$ cat src/sv/epd_pkg.sv
package epd_pkg;

  // payload store depth, 1 to 62
  localparam int PAYLOAD_DEPTH = 32;
  localparam int ADDR_W = (PAYLOAD_DEPTH > 1) ? $clog2(PAYLOAD_DEPTH) : 1;

  localparam int COUNT_W = 6;

  localparam logic [7:0] OPEN_BYTE   = 8'h7B;
  localparam logic [7:0] ESCAPE_BYTE = 8'h7C;
  localparam logic [7:0] CLOSE_BYTE  = 8'h7D;
  localparam logic [7:0] ESCAPE_XOR  = 8'h20;

  typedef logic [7:0]         byte_t;
  typedef logic [COUNT_W-1:0] count_t;
  typedef logic [ADDR_W-1:0]  addr_t;

endpackage

$ cat src/sv/escaped_packet_deframer.sv
// channel   direction  handshake                  payload
// raw       into       raw_valid / raw_stall      raw_byte
// result    out of     result_valid / result_stall is_header, command_code,
//                                                 payload_length, payload_byte, last_item
//
// one received byte is taken per cycle while no frame is draining
// a good close stalls raw for the drain: the header loads once the output
// register is free, then each payload byte takes a store read, then a load
// the payload store is a synchronous memory with a registered read
// rst is synchronous and clears framing, drain and output valid state
// the payload store has no reset; only entries written in the frame are read
module escaped_packet_deframer (
  input  logic       clk,
  input  logic       rst,
  input  logic       raw_valid,
  output logic       raw_stall,
  input  logic [7:0] raw_byte,
  output logic       result_valid,
  input  logic       result_stall,
  output logic       is_header,
  output logic [7:0] command_code,
  output logic [5:0] payload_length,
  output logic [7:0] payload_byte,
  output logic       last_item
);

  // drain sequencer codes
  localparam logic [1:0] ST_IDLE = 2'd0;  // taking raw bytes
  localparam logic [1:0] ST_HDR  = 2'd1;  // header waiting for output register
  localparam logic [1:0] ST_RD   = 2'd2;  // issue store read
  localparam logic [1:0] ST_LD   = 2'd3;  // read data into output register

  logic [1:0] state, state_next;

  // framing state
  logic            escape_pending, escape_pending_next;
  logic            in_frame, in_frame_next;
  epd_pkg::count_t frame_byte_count, frame_byte_count_next;
  epd_pkg::byte_t  held_command, held_command_next;

  // drain bookkeeping
  epd_pkg::count_t len, len_next;
  epd_pkg::count_t rd_idx, rd_idx_next;

  // payload store
  epd_pkg::byte_t payload_store [epd_pkg::PAYLOAD_DEPTH];
  logic           wr_en;
  epd_pkg::addr_t wr_addr;
  epd_pkg::byte_t wr_data;
  logic           rd_en;
  epd_pkg::byte_t rd_data;

  logic raw_take, result_take, out_free;
  logic is_data;
  epd_pkg::byte_t data_byte;
  epd_pkg::count_t count_m1;
  logic load_hdr, load_pay, pay_last;

  assign raw_stall   = (state != ST_IDLE);
  assign raw_take    = raw_valid && !raw_stall;
  assign result_take = result_valid && !result_stall;
  // output register empty next cycle unless reloaded
  assign out_free    = !result_valid || result_take;
  assign count_m1    = frame_byte_count - epd_pkg::count_t'(1);
  assign pay_last    = ((rd_idx + epd_pkg::count_t'(1)) == len);

  always_comb begin
    escape_pending_next   = escape_pending;
    in_frame_next         = in_frame;
    frame_byte_count_next = frame_byte_count;
    held_command_next     = held_command;
    len_next              = len;
    rd_idx_next           = rd_idx;
    state_next            = state;
    is_data               = 1'b0;
    data_byte             = raw_byte;
    wr_en                 = 1'b0;
    wr_addr               = count_m1[epd_pkg::ADDR_W-1:0];
    wr_data               = data_byte;
    rd_en                 = 1'b0;
    load_hdr              = 1'b0;
    load_pay              = 1'b0;

    case (state)
      ST_IDLE: begin
        if (raw_take) begin
          if (escape_pending) begin
            // escaped byte is data whatever its value
            escape_pending_next = 1'b0;
            is_data   = 1'b1;
            data_byte = raw_byte ^ epd_pkg::ESCAPE_XOR;
          end else if (raw_byte == epd_pkg::ESCAPE_BYTE) begin
            escape_pending_next = 1'b1;
          end else if (raw_byte == epd_pkg::OPEN_BYTE) begin
            // open, or restart of an open frame
            in_frame_next         = 1'b1;
            frame_byte_count_next = '0;
          end else if (raw_byte != epd_pkg::CLOSE_BYTE) begin
            is_data = 1'b1;
          end else if (in_frame) begin
            in_frame_next = 1'b0;
            // close with no command byte is dropped
            if (frame_byte_count != '0) begin
              if (count_m1 > epd_pkg::count_t'(epd_pkg::PAYLOAD_DEPTH)) begin
                len_next = epd_pkg::count_t'(epd_pkg::PAYLOAD_DEPTH);
              end else begin
                len_next = count_m1;
              end
              state_next = ST_HDR;
            end
          end

          if (is_data && in_frame) begin
            wr_data = data_byte;
            if (frame_byte_count == '0) begin
              held_command_next = data_byte;
            end else if (count_m1 < epd_pkg::count_t'(epd_pkg::PAYLOAD_DEPTH)) begin
              wr_en = 1'b1;
            end else begin
              // payload overflow drops the frame
              in_frame_next = 1'b0;
            end
            frame_byte_count_next = frame_byte_count + epd_pkg::count_t'(1);
          end
        end
      end
      ST_HDR: begin
        if (out_free) begin
          load_hdr    = 1'b1;
          rd_idx_next = '0;
          state_next  = (len == '0) ? ST_IDLE : ST_RD;
        end
      end
      ST_RD: begin
        if (out_free) begin
          rd_en      = 1'b1;
          state_next = ST_LD;
        end
      end
      ST_LD: begin
        // output register is empty here: it was freed when the read issued
        load_pay    = 1'b1;
        rd_idx_next = rd_idx + epd_pkg::count_t'(1);
        state_next  = pay_last ? ST_IDLE : ST_RD;
      end
      default: begin
        state_next = ST_IDLE;
      end
    endcase
  end

  // payload store write and registered read
  always_ff @(posedge clk) begin
    if (wr_en) begin
      payload_store[wr_addr] <= wr_data;
    end
  end

  always_ff @(posedge clk) begin
    if (rd_en) begin
      rd_data <= payload_store[rd_idx[epd_pkg::ADDR_W-1:0]];
    end
  end

  // control state
  always_ff @(posedge clk) begin
    if (rst) begin
      state            <= ST_IDLE;
      escape_pending   <= 1'b0;
      in_frame         <= 1'b0;
      frame_byte_count <= '0;
      held_command     <= '0;
      len              <= '0;
      rd_idx           <= '0;
    end else begin
      state            <= state_next;
      escape_pending   <= escape_pending_next;
      in_frame         <= in_frame_next;
      frame_byte_count <= frame_byte_count_next;
      held_command     <= held_command_next;
      len              <= len_next;
      rd_idx           <= rd_idx_next;
    end
  end

  // output register
  always_ff @(posedge clk) begin
    if (rst) begin
      result_valid <= 1'b0;
    end else if (load_hdr || load_pay) begin
      result_valid <= 1'b1;
    end else if (result_take) begin
      result_valid <= 1'b0;
    end
  end

  always_ff @(posedge clk) begin
    if (load_hdr) begin
      is_header      <= 1'b1;
      command_code   <= held_command;
      payload_length <= len;
      payload_byte   <= '0;
      last_item      <= (len == '0);
    end else if (load_pay) begin
      is_header      <= 1'b0;
      command_code   <= held_command;
      payload_length <= len;
      payload_byte   <= rd_data;
      last_item      <= pay_last;
    end
  end

endmodule

$ cat config.mk
export PLATFORM = sky130hd
export DESIGN_NAME = escaped_packet_deframer
export DESIGN_NICKNAME = d
export VERILOG_FILES = /design/src/sv/epd_pkg.sv /design/src/sv/escaped_packet_deframer.sv
export SDC_FILE = /design/constraint.sdc
export NUM_CORES = 1
export LEC_CHECK = 0
export BUFFER_PORTS_ARGS = -buffer_cell sky130_fd_sc_hd__buf_2
export CAP_MARGIN = 40
export CORE_MARGIN = 5
export CORE_UTILIZATION = 40
export CTS_BUF_LIST = sky130_fd_sc_hd__clkbuf_4 sky130_fd_sc_hd__clkbuf_8
export DETAILED_ROUTE_END_ITERATION = 8
export SLEW_MARGIN = 40
export SYNTH_ARGS = -nofsm -noshare
export SYNTH_HDL_FRONTEND = slang
export SYNTH_SLANG_ARGS = --single-unit
$ cat constraint.sdc
create_clock -name clk -period 4 [get_ports clk]
set_input_delay 0.2 -clock clk [delete_from_list [all_inputs] [get_ports clk]]
set_output_delay 0.2 -clock clk [all_outputs]
set_load 0.005 [all_outputs]
==> reports/results.md <==
| Result | Value | Unit |
|---|---|---|
| Slew Viols, Final | 0 | - |
| Highest net fanout along the worst path | 13 | - |
| Sum of buffers and inverters on the critical path | 1 | - |
| Minimum period implied by the final worst setup slack | 3.33 | ns |
| Placed cells | 1115 | - |
| Clk_lat worst skew | 0.58 | ns |
| Cell at the root of the clock tree | sky130_fd_sc_hd__clkbuf_8 | - |
| Max_slew headroom | 45.1 | % |
| Number of enable flip-flop cells after synthesis | 279 | - |
| Average wire per standard cell | 23.6 | um |
| Antenna diode count | 0 | - |
| Clock group share of total power | 42.5 | % |
| Data arrival at the endpoint of the critical path | 3.53 | ns |
| Placeable core region | 0.0314 | mm2 |
| Per-cell via count in the routed design | 5.52 | - |
| Number of flip-flops and latches in the synthesized netlist | 319 | - |
| Final setup violation count | 0 | - |
| Count of different cell masters after synthesis | 48 | - |
| CP endpoint kind | flip-flop | - |
| Floorplan die area | 0.0353 | mm2 |
| TritonCTS Sinks | 319 | - |
| Final wirelength | 28600 | um |
| Outcome | finished clean | - |
| Vias in the first global route | 6855 | - |
| Critical path's largest stage delay | 0.76 | ns |
| Synth Area per Inst | 18.6 | um2 |
| Power density of the placed cells | 442 | mW/mm2 |
| Aggregate negative setup slack | 0 | ns |
| Share of power burned in registers | 56.2 | % |
| Level count of the clock H-tree | 2 | - |
| Start-to-end type of the worst setup path | flip-flop to flip-flop | - |
| Least-Margin Pin Slew | 0.824 | ns |
| Final worst-path cycle share | 83.3 | % |
| Hold Path Class | input port to flip-flop | - |
| Gate count after technology mapping | 681 | - |
| Vias after detailed routing | 6681 | - |
| Detailed-routing iteration count for the pre-antenna-repair pass | 5 | - |
| Clock-pin slew reported for the worst setup and hold paths after clock tree synthesis | 0.06 | ns |
| Die Y-Extent | 188 | um |
| Synth Cell Area | 0.0127 | mm2 |
| Fin. Hold Viols | 0 | - |
| Fraction of registers with async set/reset | 0 | % |
| Setup repair after global routing missed its margin | no | - |
| Pin count of the biggest net entering global routing | 41 | - |
| Combinational share of power | 1.3 | % |
| Number of remaining DRC errors | 0 | - |
| Synth cell count leaders | sky130_fd_sc_hd__edfxtp_1, sky130_fd_sc_hd__mux4_2, sky130_fd_sc_hd__nor2_1, sky130_fd_sc_hd__dfxtp_1, sky130_fd_sc_hd__nand2_1 | - |
| Maximum achievable frequency | 0.300 | GHz |
| Overall Global Routing Usage | 16.1 | % |
| Part of the Yosys area used for sequential elements | 72.5 | % |
| Final cell count without fillers | 1211 | - |
| Placed wire-length estimate after detailed placement | 18600 | um |
| Required time at the worst-slack endpoint | 4.20 | ns |
| Setup skew after layout | 0.0150 | ns |
| Layout cell share with drive strength beyond 1 | 31.0 | % |
| Worst vdd ir | 241 | uV |
| Global-route congestion overflow total | 0 | - |
| Remaining antenna violation count after routing | 0 | - |
| Primary FF master, synth | sky130_fd_sc_hd__edfxtp_1 | - |
| Global-route wire length before repair | 43000 | um |
| Synth area leaders | sky130_fd_sc_hd__edfxtp_1, sky130_fd_sc_hd__mux4_2, sky130_fd_sc_hd__dfxtp_1 | - |
| Synth top area share | 66.2 | % |
| CP Launch Type | flip-flop | - |
| Violation count after the first detailed-route iteration | 502 | - |
| Die span in x | 188 | um |
| Row Count | 65 | - |
| Antenna violations before repair | 0 | - |
| Number of max-cap violations | 0 | - |
| Area growth, synth to finish | 14.7 | % |
| Number of filler cells placed in the layout | 2646 | - |
| Initial Util | 40.3 | % |
| Final net count | 788 | - |
| Clock buffers created by TritonCTS | 53 | - |
| Post-synthesis net count | 700 | - |
| CTS tree | done | - |
| Yosys synthesis warning count | 0 | - |
| Largest area contributor in the synthesized netlist | sky130_fd_sc_hd__edfxtp_1 | - |
| Port Buffers | 37 | - |
| GP Congestion | 0.873 | - |
| Number of top-level design ports | 38 | - |
| Cell-internal power | 5.11 | mW |
| Net Sw Frac | 20.5 | % |
| Category of cells accounting for the largest share of critical-path delay | simple AND/OR/NAND/NOR gates | - |
| Count leader, synth | sky130_fd_sc_hd__edfxtp_1 | - |
| Ordered list of cells on the worst path | inv_1, ha_1, nand3b_1, nor3b_1, nand3_1, nor2_1 | - |
| Maximum clock path buffer count | 3 | - |
| Cell with the largest stage delay on the worst path | sky130_fd_sc_hd__nor2_1 | - |
| Switching power summed over all nets | 1.31 | mW |
| Cell leakage power | 4.65 | nW |
-- metrics by stage --
step | instance area, um2 | power (mW) | util (%) | hold WS, ns | setup slack, ns
6_report | 14500 | 6.42 | 46.2 | 0.0316 | 0.670
5_1_grt | 14500 | 6.65 | 46.2 | 0.0241 | 0.492
4_1_cts | 14500 | 6.49 | 46.2 | 0.00539 | 0.708
3_5_place_dp | 13500 | 3.76 | 42.9 | 0.431 | 0.733
3_3_place_gp | 13500 | 3.76 | 42.9 | 0.424 | 0.834
2_1_floorplan | 12700 | 3.70 | - | 0.299 | 1.22
-- state kept, by name (all words and copies together) (netlist names) --
name / flops
command_code: 8
escape_pending: 1
frame_byte_count: 6
held_command: 8
in_frame: 1
is_header: 1
last_item: 1
len: 6
payload_byte: 8
payload_length: 6
payload_store: 256
rd_data: 8
rd_idx: 6
result_valid: 1
state: 2
-- per-layer routing --
metal,global-route usage (%),part of all wire (%),vias to the layer above
li1,-,-,2924
met1,22.4,43,3421
met2,25.6,47,280
met3,3.03,6.0,56
met4,5.96,3.1,0
met5,0,0,-
-- final cells by class --
type | instances | area [um2] | share of cell area, %
tap | 402 | 503 | 3.46
inverter | 8 | 30.0 | 0.207
sequential | 319 | 9190 | 63.3
clock buffer | 72 | 916 | 6.31
timing repair buffer | 69 | 453 | 3.12
multi-input combinational | 318 | 3320 | 22.8
clock inverter | 23 | 115 | 0.793
-- final timing paths --
kind / startpoint / endpoint / slack, ns / depth (start not counted)
min: raw_byte[5] / held_command[5]$_SDFFE_PP0P_ / 0.03 / 3
max: frame_byte_count[0]$_SDFFE_PP0P_ / payload_store[5][3]$_DFFE_PP_ / 0.67 / 6
min reg2reg: held_command[5]$_SDFFE_PP0P_ / command_code[5]$_DFFE_PP_ / 0.44 / 0
max reg2reg: frame_byte_count[0]$_SDFFE_PP0P_ / payload_store[5][3]$_DFFE_PP_ / 0.67 / 6
-- power groups by stage --
stage	clock (mW)	combinational (mW)	sequential [mW]
2_1_floorplan	0	0.0138	3.68
4_1_cts	2.80	0.0848	3.61
6_report	2.73	0.0825	3.61
5_1_grt	2.95	0.0892	3.61
3_5_place_dp	0	0.0849	3.68
3_3_place_gp	0	0.0826	3.68
-- worst reg2reg max path: cells and delay by family (launching register included) --
kind	cells	cell delay, ns
buffers and inverters	1	0.16
flip-flops	1	0.57
AND/OR/NAND/NOR	4	2.00
adder cells (fa/ha/maj)	1	0.23
-- timing repair --
action                                 4_1_cts  5_1_grt
resized for setup                            0        0
endpoints found under the hold margin        2        0
hold buffers                                 1        0
buffers inserted                             0        0
-- cells by family (layout without fill, tap and decap cells) --
family | count (synthesis) | in the layout | share of synthesized area [%]
AO/OA/AOI/OAI | 56 | 56 | 2.97
XOR/XNOR | 15 | 15 | 1.04
adder cells (fa/ha/maj) | 7 | 7 | 0.692
buffers and inverters | 44 | 172 | 1.52
flip-flops | 319 | 319 | 72.5
multiplexers | 96 | 96 | 15.6
AND/OR/NAND/NOR | 144 | 144 | 5.70
-- cell usage in the layout, fill, tap and decap left out, drive strengths merged, types with 14 or more instances in the layout --
cell type	Yosys	routed
clkbuf	20	72
mux4	80	80
nand3	14	14
nor3	15	15
a21oi	18	18
nand2	22	22
buf	16	68
clkinv	0	20
edfxtp	279	279
nor2	52	52
dfxtp	40	40
(Power assumes the default switching activity.)
